## config.mk

```make
export PLATFORM = sky130hd
export DESIGN_NAME = fit_heap_allocator
export DESIGN_NICKNAME = d
export VERILOG_FILES = /design/src/sv/fha_pkg.sv /design/src/sv/fit_heap_allocator.sv
export SDC_FILE = /design/constraint.sdc
export NUM_CORES = 2
export LEC_CHECK = 0
export BUFFER_PORTS_ARGS = -buffer_cell sky130_fd_sc_hd__buf_2
export CAP_MARGIN = 10
export CORE_MARGIN = 1.5
export CORE_UTILIZATION = 60
export DETAILED_ROUTE_END_ITERATION = 10
export PLACE_DENSITY_LB_ADDON = 0.08
export SETUP_SLACK_MARGIN = 0.4
export SYNTH_ARGS = -nofsm -noshare
export SYNTH_HDL_FRONTEND = slang
export SYNTH_SLANG_ARGS = --single-unit
```

## constraint.sdc

```tcl
create_clock -name i_clk -period 21.5 [get_ports i_clk]
set_input_delay 4.3 -clock i_clk [delete_from_list [all_inputs] [get_ports i_clk]]
set_output_delay 4.3 -clock i_clk [all_outputs]
set_load 0.02 [all_outputs]
```

## src/sv/fha_pkg.sv

```systemverilog
// ----------------------------------------------------------------------------
// fha_pkg
// Shared types and codes for the heap block allocator.
// ----------------------------------------------------------------------------
package fha_pkg;

    localparam logic OP_ALLOC = 1'b0;
    localparam logic OP_FREE  = 1'b1;

    localparam logic [1:0] ST_OK      = 2'd0;
    localparam logic [1:0] ST_NO_FIT  = 2'd1;
    localparam logic [1:0] ST_BAD_FREE = 2'd2;

    typedef struct packed {
        logic        operation;
        logic [12:0] request_size;
        logic [11:0] payload_offset;
    } t_req;

    typedef struct packed {
        logic [1:0]  status;
        logic [11:0] granted_offset;
        logic [12:0] granted_size;
    } t_rsp;

endpackage

```

## src/sv/fit_heap_allocator.sv

```systemverilog
// ----------------------------------------------------------------------------
// fit_heap_allocator
// Address-ordered block table allocator, first or best fit, split and merge.
// ----------------------------------------------------------------------------
//  channel  | direction | signals
//  in       | input     | i_in_valid / o_in_ready / i_in_data (t_req)
//  out      | output    | o_out_valid / i_out_ready / o_out_data (t_rsp)
//  cfg      | input     | i_cfg_valid / o_cfg_ready / i_cfg_data (fit_mode)
//
// One request at a time. The table sits in a memory with a registered read
// port; scan and shift visit each entry in a read state and then a check or
// write state. After reset the S_INIT state writes the initial entry before
// the first transaction. A request is taken while a previous result still
// waits at the output.
// ----------------------------------------------------------------------------
module fit_heap_allocator
    import fha_pkg::*;
#(
    parameter int HEAP_BYTES   = 4096,
    parameter int HEADER_BYTES = 32,
    parameter int MAX_BLOCKS   = 128
) (
    input  logic i_clk,
    input  logic i_rst_n,
    input  logic i_in_valid,
    output logic o_in_ready,
    input  t_req i_in_data,
    output logic o_out_valid,
    input  logic i_out_ready,
    output t_rsp o_out_data,
    input  logic i_cfg_valid,
    output logic o_cfg_ready,
    input  logic i_cfg_data
);

    localparam int AW = $clog2(HEAP_BYTES);
    localparam int SW = ((AW > 13) ? AW : 13) + 1;
    localparam int IW = $clog2(MAX_BLOCKS);
    localparam int CW = IW + 1;
    localparam logic [SW-1:0] HDR = SW'(HEADER_BYTES);
    localparam logic [CW-1:0] MAXC = CW'(MAX_BLOCKS);

    localparam logic [4:0] S_INIT   = 5'd0;
    localparam logic [4:0] S_IDLE   = 5'd1;
    localparam logic [4:0] S_SC_RD  = 5'd2;
    localparam logic [4:0] S_SC_CHK = 5'd3;
    localparam logic [4:0] S_A_DEC  = 5'd4;
    localparam logic [4:0] S_SHU_RD = 5'd5;
    localparam logic [4:0] S_SHU_WR = 5'd6;
    localparam logic [4:0] S_A_WR   = 5'd7;
    localparam logic [4:0] S_A_WR2  = 5'd8;
    localparam logic [4:0] S_FN_RD  = 5'd9;
    localparam logic [4:0] S_FN_CHK = 5'd10;
    localparam logic [4:0] S_FP_RD  = 5'd11;
    localparam logic [4:0] S_FP_CHK = 5'd12;
    localparam logic [4:0] S_F_MRG  = 5'd13;
    localparam logic [4:0] S_SHD_RD = 5'd14;
    localparam logic [4:0] S_SHD_WR = 5'd15;
    localparam logic [4:0] S_DONE   = 5'd16;

    typedef struct packed {
        logic          free;
        logic [AW-1:0] size;
        logic [AW-1:0] addr;
    } t_ent;

    t_ent r_mem [MAX_BLOCKS];
    t_ent r_rd;

    logic [4:0]    r_state, n_state;
    logic [CW-1:0] r_idx, n_idx;
    logic [CW-1:0] r_cnt, n_cnt;
    logic [IW-1:0] r_pick, n_pick;
    logic [1:0]    r_rm, n_rm;
    logic          r_fit, r_found, n_found, r_split, n_split, r_nf, n_nf, r_pf, n_pf;
    t_req          r_req, n_req;
    t_ent          r_pe, n_pe, r_ne, n_ne, r_pv, n_pv;
    t_rsp          r_res, n_res, r_out, n_out;
    logic          r_ov, n_ov;

    logic          we;
    logic [IW-1:0] wa, ra;
    t_ent          wd;

    logic [SW-1:0] req_w, size_w, pick_hdr, need, merged, merged_p;
    logic [CW-1:0] pick_p1;
    logic          hit;

    always_ff @(posedge i_clk) begin
        if (we) begin
            r_mem[wa] <= wd;
        end
        r_rd <= r_mem[ra];
    end

    assign o_in_ready  = (r_state == S_IDLE);
    assign o_cfg_ready = 1'b1;
    assign o_out_valid = r_ov;
    assign o_out_data  = r_out;

    always_comb begin
        req_w    = SW'(r_req.request_size);
        size_w   = SW'(r_rd.size);
        pick_hdr = SW'(r_pe.addr) + HDR;
        need     = req_w + HDR;
        pick_p1  = CW'(r_pick) + CW'(1);
        merged   = SW'(r_pe.size) + (r_nf ? (HDR + SW'(r_ne.size)) : SW'(0));
        merged_p = SW'(r_pv.size) + HDR + merged;
        if (r_req.operation == OP_ALLOC) begin
            hit = r_rd.free && (size_w >= req_w);
        end else begin
            hit = !r_rd.free &&
                  ((SW'(r_rd.addr) + HDR) == SW'(r_req.payload_offset));
        end
    end

    always_comb begin
        n_state = r_state;
        n_idx   = r_idx;
        n_cnt   = r_cnt;
        n_pick  = r_pick;
        n_rm    = r_rm;
        n_found = r_found;
        n_split = r_split;
        n_nf    = r_nf;
        n_pf    = r_pf;
        n_req   = r_req;
        n_pe    = r_pe;
        n_ne    = r_ne;
        n_pv    = r_pv;
        n_res   = r_res;
        n_out   = r_out;
        n_ov    = r_ov && !i_out_ready;
        we      = 1'b0;
        wa      = '0;
        wd      = '0;
        ra      = r_idx[IW-1:0];

        unique case (r_state)
            S_INIT: begin
                we      = 1'b1;
                wa      = '0;
                wd.free = 1'b1;
                wd.size = AW'(HEAP_BYTES - HEADER_BYTES);
                wd.addr = '0;
                n_cnt   = CW'(1);
                n_state = S_IDLE;
            end
            S_IDLE: begin
                if (i_in_valid) begin
                    n_req   = i_in_data;
                    n_idx   = '0;
                    n_found = 1'b0;
                    n_state = S_SC_RD;
                end
            end
            S_SC_RD: begin
                n_state = S_SC_CHK;
            end
            S_SC_CHK: begin
                n_idx   = r_idx + CW'(1);
                n_state = (r_idx + CW'(1) == r_cnt) ?
                          ((r_req.operation == OP_ALLOC) ? S_A_DEC : S_DONE) : S_SC_RD;
                if (r_req.operation == OP_ALLOC) begin
                    if (hit && (!r_found || (r_fit && r_rd.size < r_pe.size))) begin
                        n_pick  = r_idx[IW-1:0];
                        n_pe    = r_rd;
                        n_found = 1'b1;
                    end
                    if (hit && !r_fit) begin
                        n_state = S_A_DEC;
                    end
                end else if (hit) begin
                    n_pick  = r_idx[IW-1:0];
                    n_pe    = r_rd;
                    n_state = S_FN_RD;
                end
                n_res = '{status: ST_BAD_FREE, granted_offset: '0, granted_size: '0};
            end
            S_A_DEC: begin
                if (!r_found) begin
                    n_res   = '{status: ST_NO_FIT, granted_offset: '0, granted_size: '0};
                    n_state = S_DONE;
                end else begin
                    n_split = (SW'(r_pe.size) > need) && (r_cnt < MAXC);
                    n_idx   = r_cnt;
                    n_state = ((SW'(r_pe.size) > need) && (r_cnt < MAXC)) ? S_SHU_RD : S_A_WR;
                end
            end
            S_SHU_RD: begin
                ra = IW'(r_idx - CW'(1));
                n_state = (r_idx == pick_p1) ? S_A_WR : S_SHU_WR;
            end
            S_SHU_WR: begin
                we      = 1'b1;
                wa      = r_idx[IW-1:0];
                wd      = r_rd;
                n_idx   = r_idx - CW'(1);
                n_state = S_SHU_RD;
            end
            S_A_WR: begin
                we      = 1'b1;
                wa      = r_pick;
                wd.free = 1'b0;
                wd.size = r_split ? AW'(r_req.request_size) : r_pe.size;
                wd.addr = r_pe.addr;
                n_res.status         = ST_OK;
                n_res.granted_offset = pick_hdr[11:0];
                n_res.granted_size   = r_split ? r_req.request_size : 13'(SW'(r_pe.size));
                n_state = r_split ? S_A_WR2 : S_DONE;
            end
            S_A_WR2: begin
                we      = 1'b1;
                wa      = pick_p1[IW-1:0];
                wd.free = 1'b1;
                wd.size = AW'(SW'(r_pe.size) - need);
                wd.addr = AW'(pick_hdr + req_w);
                n_cnt   = r_cnt + CW'(1);
                n_state = S_DONE;
            end
            S_FN_RD: begin
                ra   = pick_p1[IW-1:0];
                n_nf = 1'b0;
                n_state = (pick_p1 < r_cnt) ? S_FN_CHK : S_FP_RD;
            end
            S_FN_CHK: begin
                n_nf    = r_rd.free;
                n_ne    = r_rd;
                n_state = S_FP_RD;
            end
            S_FP_RD: begin
                ra   = r_pick - IW'(1);
                n_pf = 1'b0;
                n_state = (r_pick != '0) ? S_FP_CHK : S_F_MRG;
            end
            S_FP_CHK: begin
                n_pf    = r_rd.free;
                n_pv    = r_rd;
                n_state = S_F_MRG;
            end
            S_F_MRG: begin
                we      = 1'b1;
                wd.free = 1'b1;
                if (r_pf) begin
                    wa      = r_pick - IW'(1);
                    wd.size = AW'(merged_p);
                    wd.addr = r_pv.addr;
                end else begin
                    wa      = r_pick;
                    wd.size = AW'(merged);
                    wd.addr = r_pe.addr;
                end
                n_rm    = {1'b0, r_nf} + {1'b0, r_pf};
                n_idx   = pick_p1 + CW'(r_nf);
                n_state = S_SHD_RD;
            end
            S_SHD_RD: begin
                if (r_idx >= r_cnt) begin
                    n_cnt   = r_cnt - CW'(r_rm);
                    n_res   = '{status: ST_OK, granted_offset: '0, granted_size: '0};
                    n_state = S_DONE;
                end else begin
                    n_state = S_SHD_WR;
                end
            end
            S_SHD_WR: begin
                we      = 1'b1;
                wa      = IW'(r_idx - CW'(r_rm));
                wd      = r_rd;
                n_idx   = r_idx + CW'(1);
                n_state = S_SHD_RD;
            end
            S_DONE: begin
                if (!r_ov || i_out_ready) begin
                    n_out   = r_res;
                    n_ov    = 1'b1;
                    n_state = S_IDLE;
                end
            end
            default: begin
                n_state = S_IDLE;
            end
        endcase
    end

    always_ff @(posedge i_clk) begin
        if (!i_rst_n) begin
            r_state <= S_INIT;
            r_cnt   <= CW'(1);
            r_ov    <= 1'b0;
            r_fit   <= 1'b0;
        end else begin
            r_state <= n_state;
            r_cnt   <= n_cnt;
            r_ov    <= n_ov;
            if (i_cfg_valid) begin
                r_fit <= i_cfg_data;
            end
        end
        r_idx   <= n_idx;
        r_pick  <= n_pick;
        r_rm    <= n_rm;
        r_found <= n_found;
        r_split <= n_split;
        r_nf    <= n_nf;
        r_pf    <= n_pf;
        r_req   <= n_req;
        r_pe    <= n_pe;
        r_ne    <= n_ne;
        r_pv    <= n_pv;
        r_res   <= n_res;
        r_out   <= n_out;
    end

endmodule

```

==> impl_metrics.yaml <==
floorplan:
  placementRows: 176
  dieArea_mm2: 0.233
  core_area_mm2: 0.229
  dieHeight_um: 483
  start_util_pct: 60.3
  io_pins: 62
  die_w_um: 483
setup_path:
  cp.arrival_ns: 8.60
  worstSetupStartpointType: "flip-flop"
  timing.critical_path.mode_cell: "buf_4"
  cp.buffers_inverters: 3
  cp_top_family: "buffers and inverters"
  slowest_delay_ns: 1.01
  slowest_stage: "o41ai_2"
  crit_required_ns: 22.42
  crit_fanout: 155
  path_class: "reg -> reg"
  endpoint_kind: "flip-flop"
  cp_cell_sequence: "nand4bb_1 -> nor2_1 -> a311o_2 -> buf_12 -> buf_4 -> buf_4 -> nand2_1 -> nand3_1 -> a21oi_1 -> or4_1 -> o41ai_2 -> and4_1"
synth:
  yosys_warnings: 0
  synth_sequential_area_ratio_pct: 73.6
  ys.flop_type: "edfxtp_1"
  synth_area_mm2: 0.138
  synth_top_area_share_pct: 73.0
  synth_cell_types: 76
  async_flop_share_pct: 0
  ys_seq_elements: 3401
  yosysTopAreaCell: "edfxtp_1"
  synthCells: 10900
  yosys-top-cells-area: "edfxtp_1, nand2_1, nand3_1"
  synth_edf_count: 3361
  synth.avg_cell_area_um2: 12.6
  synth_fp_nets: 11100
clock_tree:
  cts_sinks: 3401
  clk_pin_slew_ns: 0.07
  cts_resized: 0
  post_cts_buffers: 0
  cts_tree: "yes"
  cts_max_level: 5
  clk-insertion-delay-late_ns: 0.99
  ctsHoldBuffers: 0
  cts_buffer_depth: 4
  root_buffer: "clkbuf_16"
  numCtsBuffers: 353
sta:
  final_max_slew_viol_count: 0
  relSlewSlack_pct: 10.2
  clock_skew_ns: 0.0650
  tns_ns: 0
  finalHoldViolCount: 0
  min_period_ns: 7.68
  setup_viol: 0
  rsz0062_at_grt: "false"
  worst_pin_slew_ns: 1.35
  max_freq_mhz: 130
  setup_slack_ns: 13.82
  fin_crit_sh_pct: 35.7
  hold_slack_ns: 0.418
pwr:
  power_mw: 14.1
  power-per-cell-area_mw_per_mm2: 91.3
  ir_drop_mv: 0.0888
  p_leak_nw: 52.8
detailed_routing:
  ant_nets: 0
  vias: 92300
  drt-pass1-iter-count: 9
  post_drt_wl_per_cell_um: 29.4
  drc_errors: 0
  avgViaCountPerCell: 6.45
  drt-total-wl_um: 420000
  drtIter0Drc: 13500
place:
  port_buffers: 60
  gp_congestion: 0.923
  placed_cell_area_mm2: 0.143
  pre_cts_slack_ns: 14.02
  hpwlAfterDp_um: 234000
  dp_cells: 13700
flow_run:
  maxCapViolCount: 0
cells_and_area:
  fin_cells: 14300
  drive_above_1_share_pct: 10.1
  nets: 11100
  final_area_mm2: 0.154
  final_util_pct: 67.3
  syn_to_final_growth_pct: 11.7
  nFillCells: 16100
grt:
  grt_pass1_vias: 86400
  grt_max_degree: 188
  grt_pass1_wl_um: 600000
  grt_usage_pct: 35.4
  globalRouteOverflowTotal: 0
  antenna_found_initial: 32
status:
  outcome: "complete, no violations"
hold_path:
  holdCritPathClass: "reg -> reg"
kinds of logic (layout without fill, tap and decap cells):
group | after synthesis | in the layout | synth area share, %
xor+xnor | 118 | 118 | 0.748
mux | 20 | 20 | 0.147
simple gates | 5249 | 5249 | 16.4
buf+inv | 760 | 1072 | 2.40
fa+ha+maj | 120 | 120 | 1.12
other cells | 1 | 30 | 0.00271
compound gates | 1277 | 1277 | 5.56
flops | 3401 | 3401 | 73.6
worst paths after layout:
check	endpoint	startpoint	depth (start not counted)	slack, ns
max	r_rd[5]	r_state[0]	12	13.82
min	o_out_data[15]	r_res[15]	0	0.42
max reg2reg	r_rd[5]	r_state[0]	12	13.82
min reg2reg	o_out_data[15]	r_res[15]	0	0.42
synthesized netlist by cell type (40+ instances only):
library cell,count
clkbuf_1,384
buf_1,70
o41ai_1,102
nand3_1,1235
and3_1,223
dfxtp_1,40
buf_2,201
xor2_1,46
ha_1,114
or4_1,102
inv_1,67
nor2_1,210
nand2_1,3294
o22ai_1,108
a21oi_1,660
xnor2_1,72
a31oi_1,205
edfxtp_1,3361
o21ai_0,56
cell type report:
cell class | instances | area, µm² | area share, %
Sequential cell | 3401 | 102000 | 65.9
Clock inverter | 168 | 1470 | 0.949
Timing Repair Buffer | 385 | 3030 | 1.96
Antenna cell | 29 | 72.6 | 0.0470
Multi-Input combinational cell | 6785 | 34700 | 22.5
Tap cell | 3026 | 3790 | 2.45
Clock buffer | 452 | 9430 | 6.11
Inverter | 67 | 251 | 0.163
cells in the final DEF, fill, tap and decap left out, drive strengths merged, types with 9 or more instances in the layout:
cell type / count
or4: 102
mux2i: 18
nand3: 1237
a22oi: 13
xnor2: 72
nor4: 9
or3: 9
a211oi: 12
nand2b: 23
ha: 114
a21oi: 660
nor2b: 33
and4: 25
dfxtp: 40
a221oi: 13
a21o: 28
and3: 223
xor2: 46
nor2: 210
o22ai: 108
buf: 385
o221ai: 11
inv: 76
nor3: 32
o41ai: 102
clkinv: 125
nand2: 3294
edfxtp: 3361
or2: 9
a31oi: 205
clkbuf: 452
and2: 16
bufinv: 23
diode: 29
a222oi: 12
clkinvlp: 11
o21ai: 60
routing by layer:
| metal | vias up | routed length, µm | global-route usage (%) |
|---|---|---|---|
| met5 | - | 54 | 0 |
| met4 | 8 | 21200 | 16.9 |
| met3 | 846 | 49000 | 7.50 |
| met2 | 5887 | 190000 | 53.5 |
| met1 | 45600 | 160000 | 49.7 |
| li1 | 40000 | - | - |
power breakdown:
part / total [mW] / leakage (nW) / internal (mW) / switching [mW]
sequential: 7.34 / 26.7 / 7.28 / 0.0579
clock: 5.85 / 5.33 / 3.37 / 2.48
combinational: 0.914 / 20.8 / 0.252 / 0.663
state kept, by name, indices dropped and copies added, names as in the netlist, 12 cells and up:
register and count:
r_req 26, r_pe 24, r_ne 12, r_res 27
r_rd 25, o_out_data 27, r_pv 24, r_mem 3200
Power figures use the tool's default switching activity.
